### src/rtl/core/bls_pkg.sv
// ----------------------------------------------------------------------------
// bls_pkg: shared types and codes for the line stepper
// Request codes and the per-line direction flags passed between the setup
// logic, the step logic and the top level.
// ----------------------------------------------------------------------------
package bls_pkg;

    localparam logic REQ_START   = 1'b0;
    localparam logic REQ_ADVANCE = 1'b1;

    typedef struct packed {
        logic x_is_major;
        logic minor_goes_down;
        logic tie_steps_major_only;
    } line_ctrl_t;

endpackage

### src/rtl/core/bls_setup.sv
// ----------------------------------------------------------------------------
// bls_setup: line setup from two endpoints
// Orders the endpoints left to right, measures the spans, picks the major
// axis and forms the initial decision term.
// ----------------------------------------------------------------------------
module bls_setup #(
    parameter int COORD_BITS = 10
) (
    input  logic [COORD_BITS-1:0]   first_x,
    input  logic [COORD_BITS-1:0]   first_y,
    input  logic [COORD_BITS-1:0]   second_x,
    input  logic [COORD_BITS-1:0]   second_y,
    output logic [COORD_BITS-1:0]   start_col,
    output logic [COORD_BITS-1:0]   start_row,
    output logic [COORD_BITS-1:0]   major_end,
    output logic [COORD_BITS-1:0]   major_span,
    output logic [COORD_BITS-1:0]   minor_span,
    output logic [COORD_BITS+2:0]   decision_term,
    output bls_pkg::line_ctrl_t     ctrl,
    output logic                    single_point
);

    logic                  swap;
    logic [COORD_BITS-1:0] end_col;
    logic [COORD_BITS-1:0] end_row;
    logic [COORD_BITS-1:0] dx;
    logic [COORD_BITS-1:0] dy;
    logic                  down;
    logic                  x_major;

    // start from the left end, or the lower-row end for vertical lines
    assign swap      = (first_x > second_x) || ((first_x == second_x) && (first_y > second_y));
    assign start_col = swap ? second_x : first_x;
    assign start_row = swap ? second_y : first_y;
    assign end_col   = swap ? first_x : second_x;
    assign end_row   = swap ? first_y : second_y;

    assign dx      = end_col - start_col;
    assign down    = end_row < start_row;
    assign dy      = down ? (start_row - end_row) : (end_row - start_row);
    assign x_major = dx >= dy;

    assign major_span = x_major ? dx : dy;
    assign minor_span = x_major ? dy : dx;
    assign major_end  = x_major ? end_col : end_row;

    assign decision_term = {2'b00, minor_span, 1'b0} - {3'b000, major_span};

    assign ctrl.x_is_major           = x_major;
    assign ctrl.minor_goes_down      = down;
    assign ctrl.tie_steps_major_only = !x_major && down;

    assign single_point = (major_span == '0);

endmodule

### src/rtl/core/bls_step.sv
// ----------------------------------------------------------------------------
// bls_step: one Bresenham advance
// Steps the major axis, steps the minor axis when the decision term allows,
// updates the decision term and flags the far endpoint.
// ----------------------------------------------------------------------------
module bls_step #(
    parameter int COORD_BITS = 10
) (
    input  logic [COORD_BITS-1:0]   cur_col,
    input  logic [COORD_BITS-1:0]   cur_row,
    input  logic [COORD_BITS-1:0]   major_end,
    input  logic [COORD_BITS-1:0]   major_span,
    input  logic [COORD_BITS-1:0]   minor_span,
    input  logic [COORD_BITS+2:0]   decision_term,
    input  bls_pkg::line_ctrl_t     ctrl,
    output logic [COORD_BITS-1:0]   next_col,
    output logic [COORD_BITS-1:0]   next_row,
    output logic [COORD_BITS+2:0]   next_decision,
    output logic                    last
);

    localparam int DW = COORD_BITS + 3;
    localparam logic [COORD_BITS-1:0] ONE = {{(COORD_BITS-1){1'b0}}, 1'b1};

    logic                  neg;
    logic                  minor_step;
    logic [COORD_BITS-1:0] col_inc;
    logic [COORD_BITS-1:0] row_stepped;
    logic [DW-1:0]         two_minor;
    logic [DW-1:0]         two_diff;

    assign neg        = decision_term[DW-1];
    // steep descending lines treat a zero decision as major-only
    assign minor_step = ctrl.tie_steps_major_only ? (!neg && (decision_term != '0)) : !neg;

    assign col_inc     = cur_col + ONE;
    assign row_stepped = ctrl.minor_goes_down ? (cur_row - ONE) : (cur_row + ONE);

    always_comb begin
        if (ctrl.x_is_major) begin
            next_col = col_inc;
            next_row = minor_step ? row_stepped : cur_row;
        end else begin
            next_row = row_stepped;
            next_col = minor_step ? col_inc : cur_col;
        end
    end

    assign two_minor     = {2'b00, minor_span, 1'b0};
    assign two_diff      = two_minor - {2'b00, major_span, 1'b0};
    assign next_decision = decision_term + (minor_step ? two_diff : two_minor);

    assign last = ctrl.x_is_major ? (next_col == major_end) : (next_row == major_end);

endmodule

### src/rtl/core/bresenham_line_stepper.sv
// an accepted request's pixel is registered and shown on the m_ side in the cycle after
// throughput: one request per cycle unless m_ready stalls; the result register frees as it is taken
// s_ready drops only while a pixel waits in the result register and m_ready is low
// reset: synchronous active-low aresetn clears the line state (column marked
// as major axis) and empties the result register
// ----------------------------------------------------------------------------
// bresenham_line_stepper: integer line rasterizer for all octants
// A start transaction loads two endpoints and returns the first pixel; each
// advance transaction returns the next pixel and flags the far endpoint.
// ----------------------------------------------------------------------------
module bresenham_line_stepper #(
    parameter int COORD_BITS = 10
) (
    input  logic                  aclk,
    input  logic                  aresetn,

    input  logic                  s_valid,
    output logic                  s_ready,
    input  logic                  s_req_type,
    input  logic [COORD_BITS-1:0] s_first_x,
    input  logic [COORD_BITS-1:0] s_first_y,
    input  logic [COORD_BITS-1:0] s_second_x,
    input  logic [COORD_BITS-1:0] s_second_y,

    output logic                  m_valid,
    input  logic                  m_ready,
    output logic [COORD_BITS-1:0] m_pixel_x,
    output logic [COORD_BITS-1:0] m_pixel_y,
    output logic                  m_pixel_valid,
    output logic                  m_last_pixel
);

    localparam int DW = COORD_BITS + 3;

    // line state
    logic                  line_active_reg, line_active_next;
    logic [COORD_BITS-1:0] cur_col_reg, cur_col_next;
    logic [COORD_BITS-1:0] cur_row_reg, cur_row_next;
    logic [COORD_BITS-1:0] major_end_reg, major_end_next;
    logic [COORD_BITS-1:0] major_span_reg, major_span_next;
    logic [COORD_BITS-1:0] minor_span_reg, minor_span_next;
    logic [DW-1:0]         decision_reg, decision_next;
    bls_pkg::line_ctrl_t   ctrl_reg, ctrl_next;

    // result register
    logic                  m_valid_reg, m_valid_next;
    logic [COORD_BITS-1:0] px_reg, px_next;
    logic [COORD_BITS-1:0] py_reg, py_next;
    logic                  pvalid_reg, pvalid_next;
    logic                  plast_reg, plast_next;

    // setup outputs
    logic [COORD_BITS-1:0] su_col, su_row, su_major_end, su_major_span, su_minor_span;
    logic [DW-1:0]         su_decision;
    bls_pkg::line_ctrl_t   su_ctrl;
    logic                  su_single;

    // step outputs
    logic [COORD_BITS-1:0] st_col, st_row;
    logic [DW-1:0]         st_decision;
    logic                  st_last;

    logic                  in_xfer;

    bls_setup #(.COORD_BITS(COORD_BITS)) u_setup (
        .first_x       (s_first_x),
        .first_y       (s_first_y),
        .second_x      (s_second_x),
        .second_y      (s_second_y),
        .start_col     (su_col),
        .start_row     (su_row),
        .major_end     (su_major_end),
        .major_span    (su_major_span),
        .minor_span    (su_minor_span),
        .decision_term (su_decision),
        .ctrl          (su_ctrl),
        .single_point  (su_single)
    );

    bls_step #(.COORD_BITS(COORD_BITS)) u_step (
        .cur_col       (cur_col_reg),
        .cur_row       (cur_row_reg),
        .major_end     (major_end_reg),
        .major_span    (major_span_reg),
        .minor_span    (minor_span_reg),
        .decision_term (decision_reg),
        .ctrl          (ctrl_reg),
        .next_col      (st_col),
        .next_row      (st_row),
        .next_decision (st_decision),
        .last          (st_last)
    );

    assign s_ready = !m_valid_reg || m_ready;
    assign in_xfer = s_valid && s_ready;

    always_comb begin
        line_active_next = line_active_reg;
        cur_col_next     = cur_col_reg;
        cur_row_next     = cur_row_reg;
        major_end_next   = major_end_reg;
        major_span_next  = major_span_reg;
        minor_span_next  = minor_span_reg;
        decision_next    = decision_reg;
        ctrl_next        = ctrl_reg;

        m_valid_next = m_valid_reg && !m_ready;
        px_next      = px_reg;
        py_next      = py_reg;
        pvalid_next  = pvalid_reg;
        plast_next   = plast_reg;

        if (in_xfer) begin
            m_valid_next = 1'b1;
            if (s_req_type == bls_pkg::REQ_START) begin
                cur_col_next     = su_col;
                cur_row_next     = su_row;
                major_end_next   = su_major_end;
                major_span_next  = su_major_span;
                minor_span_next  = su_minor_span;
                decision_next    = su_decision;
                ctrl_next        = su_ctrl;
                line_active_next = !su_single;
                px_next          = su_col;
                py_next          = su_row;
                pvalid_next      = 1'b1;
                plast_next       = su_single;
            end else if (line_active_reg) begin
                cur_col_next     = st_col;
                cur_row_next     = st_row;
                decision_next    = st_decision;
                line_active_next = !st_last;
                px_next          = st_col;
                py_next          = st_row;
                pvalid_next      = 1'b1;
                plast_next       = st_last;
            end else begin
                // advance with no line: empty pixel, state untouched
                px_next     = '0;
                py_next     = '0;
                pvalid_next = 1'b0;
                plast_next  = 1'b0;
            end
        end
    end

    always_ff @(posedge aclk) begin
        if (!aresetn) begin
            line_active_reg <= 1'b0;
            cur_col_reg     <= '0;
            cur_row_reg     <= '0;
            major_end_reg   <= '0;
            major_span_reg  <= '0;
            minor_span_reg  <= '0;
            decision_reg    <= '0;
            ctrl_reg        <= '{x_is_major: 1'b1, minor_goes_down: 1'b0,
                                 tie_steps_major_only: 1'b0};
            m_valid_reg     <= 1'b0;
            px_reg          <= '0;
            py_reg          <= '0;
            pvalid_reg      <= 1'b0;
            plast_reg       <= 1'b0;
        end else begin
            line_active_reg <= line_active_next;
            cur_col_reg     <= cur_col_next;
            cur_row_reg     <= cur_row_next;
            major_end_reg   <= major_end_next;
            major_span_reg  <= major_span_next;
            minor_span_reg  <= minor_span_next;
            decision_reg    <= decision_next;
            ctrl_reg        <= ctrl_next;
            m_valid_reg     <= m_valid_next;
            px_reg          <= px_next;
            py_reg          <= py_next;
            pvalid_reg      <= pvalid_next;
            plast_reg       <= plast_next;
        end
    end

    assign m_valid       = m_valid_reg;
    assign m_pixel_x     = px_reg;
    assign m_pixel_y     = py_reg;
    assign m_pixel_valid = pvalid_reg;
    assign m_last_pixel  = plast_reg;

    // an empty result carries all-zero fields
    a_empty_zero: assert property (@(posedge aclk) disable iff (!aresetn)
        (m_valid && !m_pixel_valid) |->
            (m_pixel_x == '0 && m_pixel_y == '0 && !m_last_pixel))
        else $error("empty result with nonzero fields");

    // advancing with no line gives an empty result
    a_idle_advance: assert property (@(posedge aclk) disable iff (!aresetn)
        (in_xfer && s_req_type == bls_pkg::REQ_ADVANCE && !line_active_reg) |=>
            (m_valid && !m_pixel_valid && !line_active_reg))
        else $error("advance without a line produced a pixel");

    // the line ends exactly when its last pixel is produced
    a_last_ends_line: assert property (@(posedge aclk) disable iff (!aresetn)
        (in_xfer && pvalid_next) |=> (line_active_reg == !m_last_pixel))
        else $error("line activity disagrees with last pixel flag");

    // a steep line always carries a row-major tie rule consistent with direction
    a_tie_rule: assert property (@(posedge aclk) disable iff (!aresetn)
        line_active_reg |->
            (ctrl_reg.tie_steps_major_only ==
             (!ctrl_reg.x_is_major && ctrl_reg.minor_goes_down)))
        else $error("tie rule inconsistent with line direction");

endmodule

### config.mk
export PLATFORM = sky130hd
export DESIGN_NAME = bresenham_line_stepper
export DESIGN_NICKNAME = d
export VERILOG_FILES = /design/src/rtl/core/bls_pkg.sv /design/src/rtl/core/bls_setup.sv /design/src/rtl/core/bls_step.sv /design/src/rtl/core/bresenham_line_stepper.sv
export SDC_FILE = /design/constraint.sdc
export NUM_CORES = 1
export LEC_CHECK = 0
export ABC_AREA = 1
export BUFFER_PORTS_ARGS = -buffer_cell sky130_fd_sc_hd__buf_2
export CAP_MARGIN = 40
export CORE_ASPECT_RATIO = 1.25
export CORE_MARGIN = 2
export CORE_UTILIZATION = 60
export DETAILED_ROUTE_END_ITERATION = 12
export PLACE_DENSITY = 0.91
export SYNTH_ARGS = -nofsm -noshare
export SYNTH_HDL_FRONTEND = slang
export SYNTH_HIERARCHICAL = 1
export SYNTH_SLANG_ARGS = --single-unit
### constraint.sdc
create_clock -name aclk -period 7.5 [get_ports aclk]
set_input_delay 1.125 -clock aclk [delete_from_list [all_inputs] [get_ports aclk]]
set_output_delay 1.125 -clock aclk [all_outputs]
set_load 0.005 [all_outputs]
==> results.sh, run 1 <==
export IMPL_status="finished, final reports clean"
export IMPL_ant_nets=0
export IMPL_power_density_nw_per_um2=322
export IMPL_hold_viol=0
export IMPL_cts_tree="done"
export IMPL_post_route_period_util=0.924
export IMPL_layout_commonest_cell="nand2_1"
export IMPL_die_area_um2=17600
export IMPL_wl_mm=27.8
export IMPL_cp_slowest_cell="fa_1"
export IMPL_finalCriticalPeriod_ns=6.93
export IMPL_synth_edf_count=0
export IMPL_cts_clk_slew_worst_paths_ns=0.06
export IMPL_dpl_hpwl_mm=21.8
export IMPL_num_rows=52
export IMPL_tightestPinTransition_ns=0.863
export IMPL_slew_violations=0
export IMPL_synth_seq_cells=90
export IMPL_ys_seq_area_frac=0.181
export IMPL_drt_iter0_drc=1106
export IMPL_hold_start="m_pixel_valid$_SDFFE_PN0P_"
export IMPL_post_cts_setup_buffer_count=0
export IMPL_grt_pass1_vias=9711
export IMPL_drv_cap=0
export IMPL_synthArstFlopShare=0
export IMPL_cp_end_kind="register"
export IMPL_hp_class="reg -> reg"
export IMPL_clkSinkCount=90
export IMPL_wl_per_cell_um=14.1
export IMPL_largest_register_ffs=13
export IMPL_die_h_um=148
export IMPL_grt_max_degree=67
export IMPL_core_area_um2=16200
export IMPL_cp_startpoint="s_second_y[5]"
export IMPL_layout_nets=1868
export IMPL_die_w_um=119
export IMPL_maxSlewHeadroom=0.424
export IMPL_setup_viol=0
export IMPL_ys_flop_type="dfxtp_1"
export IMPL_place_area_um2=10200
export IMPL_fin_area_um2=10500
export IMPL_path_max_fanout=45
export IMPL_cts_inserted_buffers=9
export IMPL_syn_mean_instance_area_um2=5.76
export IMPL_crit_path_frequent_cell="nand2_1"
export IMPL_grt_pass1_wl_mm=45.6
export IMPL_r2r_start="decision_reg[9]$_SDFFE_PN0P_"
export IMPL_startpoint_type="primary input"
export IMPL_htreeDepth=3
export IMPL_arrival_ns=7.18
export IMPL_utilization=0.649
export IMPL_gp_congestion=1.06
export IMPL_setup_ws_ns=0.571
export IMPL_avgViaCountPerCell=5.46
export IMPL_syn_inst=1724
export IMPL_clk_latency_ns=0.35
export IMPL_firstDrtPassIters=5
export IMPL_worst_hold_slack_ns=0.456
export IMPL_finClkSkew_ns=0.00765
export IMPL_layout_common_cells="nand2_1 (602), inv_1 (240), nor2_1 (161)"
export IMPL_drive_gt1_frac=0.0914
export IMPL_criticalPathCategory="in -> reg"
export IMPL_fin_setup_tns_ns=0
export IMPL_ios=69
export IMPL_path_buf_inv=6
export IMPL_synth_distinct_cells=52
export IMPL_drc=0
export IMPL_worst_path_largest_cell_delay_ns=0.49
export IMPL_fmax_mhz=144
export IMPL_antenna_found_initial=1
export IMPL_peakVddDrop_mv=0.218
export IMPL_synth_nets=1844
export IMPL_p_leak_nw=5.89
export IMPL_crit_required_ns=7.75
export IMPL_start_util=0.613
export IMPL_rsz0062_at_grt="no"
export IMPL_dp_slack_ns=0.293
export IMPL_portBuffers=68
export IMPL_syn_to_final_growth_pct=5.89
export IMPL_gr_total_overflow=0
export IMPL_dr_total_vias=10743
export IMPL_clock_path_buffers=2
export IMPL_root_buffer="clkbuf_16"
export IMPL_path_delay_family="simple AND/OR/NAND/NOR gates"
export IMPL_synth_area_um2=9940
export IMPL_yosysWarnings=6
export IMPL_track_usage=0.318
stage by stage:
| stage | std cells | power [W] |
|---|---|---|
| floorplan | 1724 | 0.00240 |
| global placement | 1952 | 0.00281 |
| detailed placement | 1953 | 0.00286 |
| CTS | 1967 | 0.00332 |
| global route | 1968 | 0.00370 |
| finish | 1968 | 0.00339 |
what timing repair did:
action                                  in CTS  in global routing
hold buffers                                 0                  0
endpoints found under the hold margin        0                  0
resized for setup                            0                  7
endpoints found under the setup margin       0                  7
worst reg2reg max path, cell delays in order (launching register included):
cell and delay (ns):
dfxtp_1 0.33, nor4_1 0.37, nand4_1 0.18, nand2_1 0.58, inv_1 0.26, a21oi_1 0.29
ha_1 0.33, a21oi_1 0.15, o21ai_0 0.15, a21oi_1 0.23, o21bai_1 0.09, a21oi_1 0.15
xor2_1 0.19, nand2_1 0.07, nand2_1 0.10, nor2_1 0.04, nor2_1 0.10
synth_stat cells (all sizes together) (4+ instances only):
cell / n / share of area
fa: 4 / 0.0081
nand3b: 4 / 0.0030
clkbuf: 12 / 0.0055
nor2: 168 / 0.067
xor2: 42 / 0.040
o21ai: 91 / 0.048
buf: 53 / 0.036
nand3: 129 / 0.070
inv: 248 / 0.094
nor3: 9 / 0.0055
ha: 71 / 0.089
o21bai: 9 / 0.0068
nand4: 15 / 0.011
nand2: 631 / 0.25
dfxtp: 90 / 0.18
xnor2: 12 / 0.011
a21oi: 100 / 0.051
a31oi: 7 / 0.0044
routing by layer:
| metal | share of wire | vias up | wire length, um | GRT usage |
|---|---|---|---|---|
| met4 | 0.046 | 0 | 1270 | 0.168 |
| met1 | 0.43 | 4768 | 12000 | 0.420 |
| met3 | 0.075 | 79 | 2090 | 0.0324 |
| met2 | 0.45 | 454 | 12500 | 0.512 |
| met5 | 0 | - | 0 | 0 |
| li1 | - | 5442 | - | - |
path summary, 6_finish.rpt:
path	slack (ns)	cells past startpoint	end
worst max-delay path	0.57	40	decision_reg[10]$_SDFFE_PN0P_
worst min register to register	0.46	2	m_pixel_valid$_SDFFE_PN0P_
worst max register to register	3.82	16	decision_reg[9]$_SDFFE_PN0P_
worst min-delay path	0.46	2	m_pixel_valid$_SDFFE_PN0P_
where the power goes:
group          total [W]  internal (W)  switching [W]
Clock           0.000439      0.000254       0.000185
Combinational    0.00237      0.000819        0.00155
Sequential      0.000577      0.000528      0.0000493
cell type report:
type                       instances  area (um^2)
multi-input combinational       1319         6780
fill                            1513         5680
sequential                        90         1800
inverter                         250          941
timing repair buffer              78          452
tap                              216          270
clock buffer                      11          233
clock inverter                     3         42.5
antenna                            1         2.50
cell families after synthesis:
group / Yosys count / synth area share
AO/OA/AOI/OAI: 224 / 0.124
XOR/XNOR: 54 / 0.0506
adder cells (fa/ha/maj): 75 / 0.0975
buffers and inverters: 315 / 0.136
flip-flops: 90 / 0.181
multiplexers: 2 / 0.00201
AND/OR/NAND/NOR: 964 / 0.409
Note: power is estimated with default switching activity, not from simulation.
==> run 2: changes to the inputs <==
Settings changed: GPL_TIMING_DRIVEN from default to 0.
==> run 2 against run 1 <==
Effect of this change:
- total power up 9.8%
- wire length up 9.6%
- via count up 4.4%
- sequential power about the same
- clock-buffer cell count down 1
- global-route usage up 3.0 points
- clock skew up 0.0019 ns
- cell area up 4.3%
- final cell count up 2.7%
- die area unchanged
- sequential share of layout area down 0.71 points
- fmax down 2.6%
- highest routed layer unchanged
==> results.sh, run 2 (synthesized netlist as in run 1, its figures left out) <==
export IMPL_status="finished, final reports clean"
export IMPL_dr_total_vias=11211
export IMPL_antenna_found_initial=0
export IMPL_gr_total_overflow=0
export IMPL_criticalPathCategory="in -> reg"
export IMPL_fmax_mhz=141
export IMPL_r2r_cells=16
export IMPL_post_cts_setup_buffer_count=0
export IMPL_drt_iter0_drc=958
export IMPL_cts_hold_fix_buffers=0
export IMPL_peakVddDrop_mv=0.353
export IMPL_root_buffer="clkbuf_16"
export IMPL_avgViaCountPerCell=5.54
export IMPL_drv_cap=0
export IMPL_cts_tree="done"
export IMPL_grt_max_degree=20
export IMPL_place_area_um2=10500
export IMPL_clock_path_buffers=2
export IMPL_hp_class="reg -> reg"
export IMPL_cp_slowest_cell="ha_2"
export IMPL_hold_path_depth=2
export IMPL_r2r_start="decision_reg[8]$_SDFFE_PN0P_"
export IMPL_cts_inserted_buffers=9
export IMPL_finClkSkew_ns=0.00954
export IMPL_power_density_nw_per_um2=339
export IMPL_path_max_fanout=10
export IMPL_tightestPinTransition_ns=0.826
export IMPL_layout_common_cells="nand2_1 (600), inv_1 (240), nor2_1 (160)"
export IMPL_layout_commonest_cell="nand2_1"
export IMPL_r2r_end="decision_reg[9]$_SDFFE_PN0P_"
export IMPL_startpoint_type="primary input"
export IMPL_firstDrtPassIters=6
export IMPL_grt_pass1_vias=10519
export IMPL_htreeDepth=3
export IMPL_placedCellCount=2007
export IMPL_arrival_ns=7.39
export IMPL_worst_path_largest_cell_delay_ns=0.36
export IMPL_instances_no_fill=2022
export IMPL_layout_nets=1921
export IMPL_crit_required_ns=7.78
export IMPL_min_to="m_pixel_y[7]$_SDFFE_PN0P_"
export IMPL_cts_clk_slew_worst_paths_ns=0.07
export IMPL_wl_mm=30.5
export IMPL_hold_start="m_pixel_y[7]$_SDFFE_PN0P_"
export IMPL_p_leak_nw=6.13
export IMPL_crit_path_frequent_cell="nand2_1"
export IMPL_clkSinkCount=90
export IMPL_grt_pass1_wl_mm=49.7
export IMPL_num_rows=52
export IMPL_finalCriticalPeriod_ns=7.11
export IMPL_antenna_cells=0
export IMPL_cp_end_kind="register"
export IMPL_core_area_um2=16200
export IMPL_track_usage=0.348
export IMPL_post_route_period_util=0.948
export IMPL_syn_to_final_growth_pct=10.5
export IMPL_die_area_um2=17600
export IMPL_portBuffers=67
export IMPL_ant_nets=0
export IMPL_ios=69
export IMPL_drive_gt1_frac=0.121
export IMPL_hold_viol=0
export IMPL_wl_per_cell_um=15.1
export IMPL_setup_viol=0
export IMPL_clk_latency_ns=0.35
export IMPL_largest_register_ffs=13
export IMPL_maxSlewHeadroom=0.444
export IMPL_start_util=0.613
export IMPL_dpl_hpwl_mm=24.2
export IMPL_gp_congestion=0.994
export IMPL_utilization=0.678
export IMPL_die_h_um=148
export IMPL_die_w_um=119
export IMPL_fin_area_um2=11000
export IMPL_r2r_slack_ns=3.95
export IMPL_drc=0
export IMPL_slew_violations=0
run 2: layer usage:
metal,GRT usage,share of wire,up-vias
met2,0.600,0.47,496
met3,0.0428,0.074,101
met1,0.429,0.41,5054
li1,-,-,5560
met5,0,0,-
met4,0.165,0.045,0
run 2: worst max-delay path by stage:
stage	cells past startpoint	startpoint	to
6_report	43	s_second_x[7]	decision_reg[12]$_SDFFE_PN0P_
5_1_grt	45	s_second_x[5]	decision_reg[10]$_SDFFE_PN0P_
4_1_cts	46	s_second_x[7]	decision_reg[9]$_SDFFE_PN0P_
3_5_place_dp	46	s_second_x[7]	decision_reg[9]$_SDFFE_PN0P_
3_3_place_gp	42	s_second_x[9]	decision_reg[12]$_SDFFE_PN0P_
2_1_floorplan	48	s_second_y[5]	decision_reg[9]$_SDFFE_PN0P_
run 2: metrics by stage:
step / hold WS [ns] / setup TNS, ns / power [W] / worst slack (ns)
floorplan: 0.437 / 0 / 0.00240 / 0.990
global route: 0.490 / -0.107 / 0.00402 / -0.0430
detailed placement: 0.452 / -5.52 / 0.00303 / -0.746
global placement: 0.449 / -4.65 / 0.00298 / -0.625
CTS: 0.462 / 0 / 0.00357 / 0.117
finish: 0.462 / 0 / 0.00372 / 0.389
run 2: cell type report:
cell class	count	area [um^2]
Multi-Input combinational cell	1319	6850
Fill cell	1492	5220
Clock buffer	10	239
Sequential cell	90	1800
Inverter	250	946
Buffer	64	438
Tap cell	216	270
Timing Repair Buffer	67	335
Clock inverter	6	95.1
run 2: critical path, delay by kind of cell:
family                   cells  cell delay (ns)
AO/OA/AOI/OAI                4             0.83
AND/OR/NAND/NOR             26             2.84
buffers and inverters        9             1.34
adder cells (fa/ha/maj)      4             1.22
run 2: what timing repair did:
action,in CTS,in global routing
setup endpoints to repair,10,10
gates resized for setup,13,29
pin swaps,0,1
run 2: where the power goes:
part | total, W | internal (W) | switching (W)
clock network | 0.000509 | 0.000305 | 0.000204
logic | 0.00264 | 0.000905 | 0.00173
registers | 0.000574 | 0.000528 | 0.0000463
==> run 3: changes to the inputs <==
Settings changed: CORE_UTILIZATION 60 to 25, PLACE_DENSITY 0.91 to 0.52.
==> run 3 against run 2 <==
Effect of this change:
- combinational power is essentially flat
- total power fell by 1.1%
- non-clock buffer count increased by 4
- highest routed layer unchanged
- first-iteration DRC count decreased by 28%
- largest power group unchanged
- worst hold slack got worse by 0.0014 ns
- clock-buffer cell count shrank 1
- sequential cell count stayed put
- largest cell class unchanged
- core utilization shrank 39 points
- sequential power hardly changed
- final cell count rose by 14%
==> results.sh, run 3 (synthesized netlist as in run 1, its figures left out) <==
export IMPL_cp_slowest_cell="ha_1"
export IMPL_dr_total_vias=10551
export IMPL_p_leak_nw=6.14
export IMPL_drv_cap=0
export IMPL_hold_path_depth=2
export IMPL_wl_per_cell_um=14.6
export IMPL_gp_congestion=0.922
export IMPL_crit_cells=45
export IMPL_layout_nets=1925
export IMPL_die_h_um=227
export IMPL_avgViaCountPerCell=4.57
export IMPL_fmax_mhz=144
export IMPL_rsz0062_at_grt="no"
export IMPL_clock_path_buffers=2
export IMPL_wl_mm=33.8
export IMPL_ios=69
export IMPL_largest_register_ffs=13
export IMPL_layout_commonest_cell="nand2_1"
export IMPL_htreeDepth=3
export IMPL_crit_path_frequent_cell="nand2_1"
export IMPL_hp_class="reg -> reg"
export IMPL_maxSlewHeadroom=0.607
export IMPL_peakVddDrop_mv=0.164
export IMPL_post_route_period_util=0.929
export IMPL_syn_to_final_growth_pct=14.5
export IMPL_worst_path_largest_cell_delay_ns=0.35
export IMPL_dpl_hpwl_mm=28.7
export IMPL_antenna_found_initial=0
export IMPL_r2r_cells=16
export IMPL_arrival_ns=7.28
export IMPL_drt_iter0_drc=693
export IMPL_worst_hold_slack_ns=0.461
export IMPL_root_buffer="clkbuf_16"
export IMPL_start_util=0.254
export IMPL_criticalPathCategory="in -> reg"
export IMPL_dp_slack_ns=-0.804
export IMPL_setup_ws_ns=0.532
export IMPL_crit_required_ns=7.81
export IMPL_startpoint_type="primary input"
export IMPL_status="finished, final reports clean"
export IMPL_cts_inserted_buffers=9
export IMPL_clk_latency_ns=0.38
export IMPL_finalCriticalPeriod_ns=6.97
export IMPL_clkSinkCount=90
export IMPL_path_buf_inv=12
export IMPL_power_density_nw_per_um2=323
export IMPL_cp_end_kind="register"
export IMPL_num_rows=81
export IMPL_utilization=0.291
export IMPL_hold_viol=0
export IMPL_die_area_um2=41400
export IMPL_layout_common_cells="nand2_1 (599), inv_1 (240), nor2_1 (159)"
export IMPL_cts_clk_slew_worst_paths_ns=0.07
export IMPL_grt_max_degree=20
export IMPL_core_area_um2=39100
export IMPL_portBuffers=67
export IMPL_ant_nets=0
export IMPL_die_w_um=182
export IMPL_setup_viol=0
export IMPL_grt_pass1_vias=10244
export IMPL_antenna_cells=0
export IMPL_total_power_w=0.00368
export IMPL_drc=0
export IMPL_tightestPinTransition_ns=0.590
export IMPL_cts_tree="done"
export IMPL_grt_pass1_wl_mm=54.3
export IMPL_gr_total_overflow=0
export IMPL_firstDrtPassIters=5
export IMPL_track_usage=0.168
export IMPL_slew_violations=0
export IMPL_drive_gt1_frac=0.127
export IMPL_path_max_fanout=10
export IMPL_path_delay_family="simple AND/OR/NAND/NOR gates"
export IMPL_finClkSkew_ns=0.0131
==> run 3: area by class of cell <==
cell class / instances / area (um^2)
plain buffers: 64 / 448
clock inverters: 7 / 93.8
well taps: 498 / 623
multi-input cells: 1319 / 6880
flip-flops and latches: 90 / 1800
fillers: 4482 / 27700
inverters: 250 / 946
repair buffers: 71 / 365
clock buffers: 9 / 225
==> run 3: worst paths after layout <==
kind	startpoint	to	slack, ns
setup / recovery	s_second_y[5]	decision_reg[12]$_SDFFE_PN0P_	0.53
hold / removal	m_pixel_x[1]$_SDFFE_PN0P_	m_pixel_x[1]$_SDFFE_PN0P_	0.46
setup reg to reg	decision_reg[9]$_SDFFE_PN0P_	decision_reg[9]$_SDFFE_PN0P_	3.91
hold reg to reg	m_pixel_x[1]$_SDFFE_PN0P_	m_pixel_x[1]$_SDFFE_PN0P_	0.46
==> run 3: tightest hold or removal path, cell delays in order, from the launching register on <==
cell	delay (ns)
dfxtp_1	0.31
nand2_1	0.06
a21oi_1	0.05
==> run 3: what timing repair did <==
item                                    in CTS  in global routing
pin swaps                                    0                  5
gates resized for setup                      7                 44
hold buffers                                 0                  0
endpoints found under the setup margin      10                 11
setup buffers                                0                  4
==> run 3: power by group <==
group          leakage, nW  switching (W)  internal [W]  total [W]
clock                0.153       0.000230      0.000268   0.000498
sequential           0.739      0.0000475      0.000528   0.000575
combinational         5.25        0.00166      0.000949    0.00261
==> run 3: per-layer routing <==
metal  wire [um]  track usage  part of all wire
met5           0            0                 0
met4        1330       0.0744             0.039
met3        1230       0.0209             0.036
met2       16400        0.302              0.48
met1       14800        0.201              0.44
==> run 3: per-stage QoR <==
| stage | std cells | TNS (ns) | cell area, um^2 |
|---|---|---|---|
| 6_report | 2308 | 0 | 11400 |
| 5_1_grt | 2308 | 0 | 11400 |
| 4_1_cts | 2304 | 0 | 11200 |
| 3_5_place_dp | 2289 | -6.43 | 10900 |
| 3_3_place_gp | 2289 | -5.86 | 10900 |
| 2_1_floorplan | 1724 | 0 | 9940 |
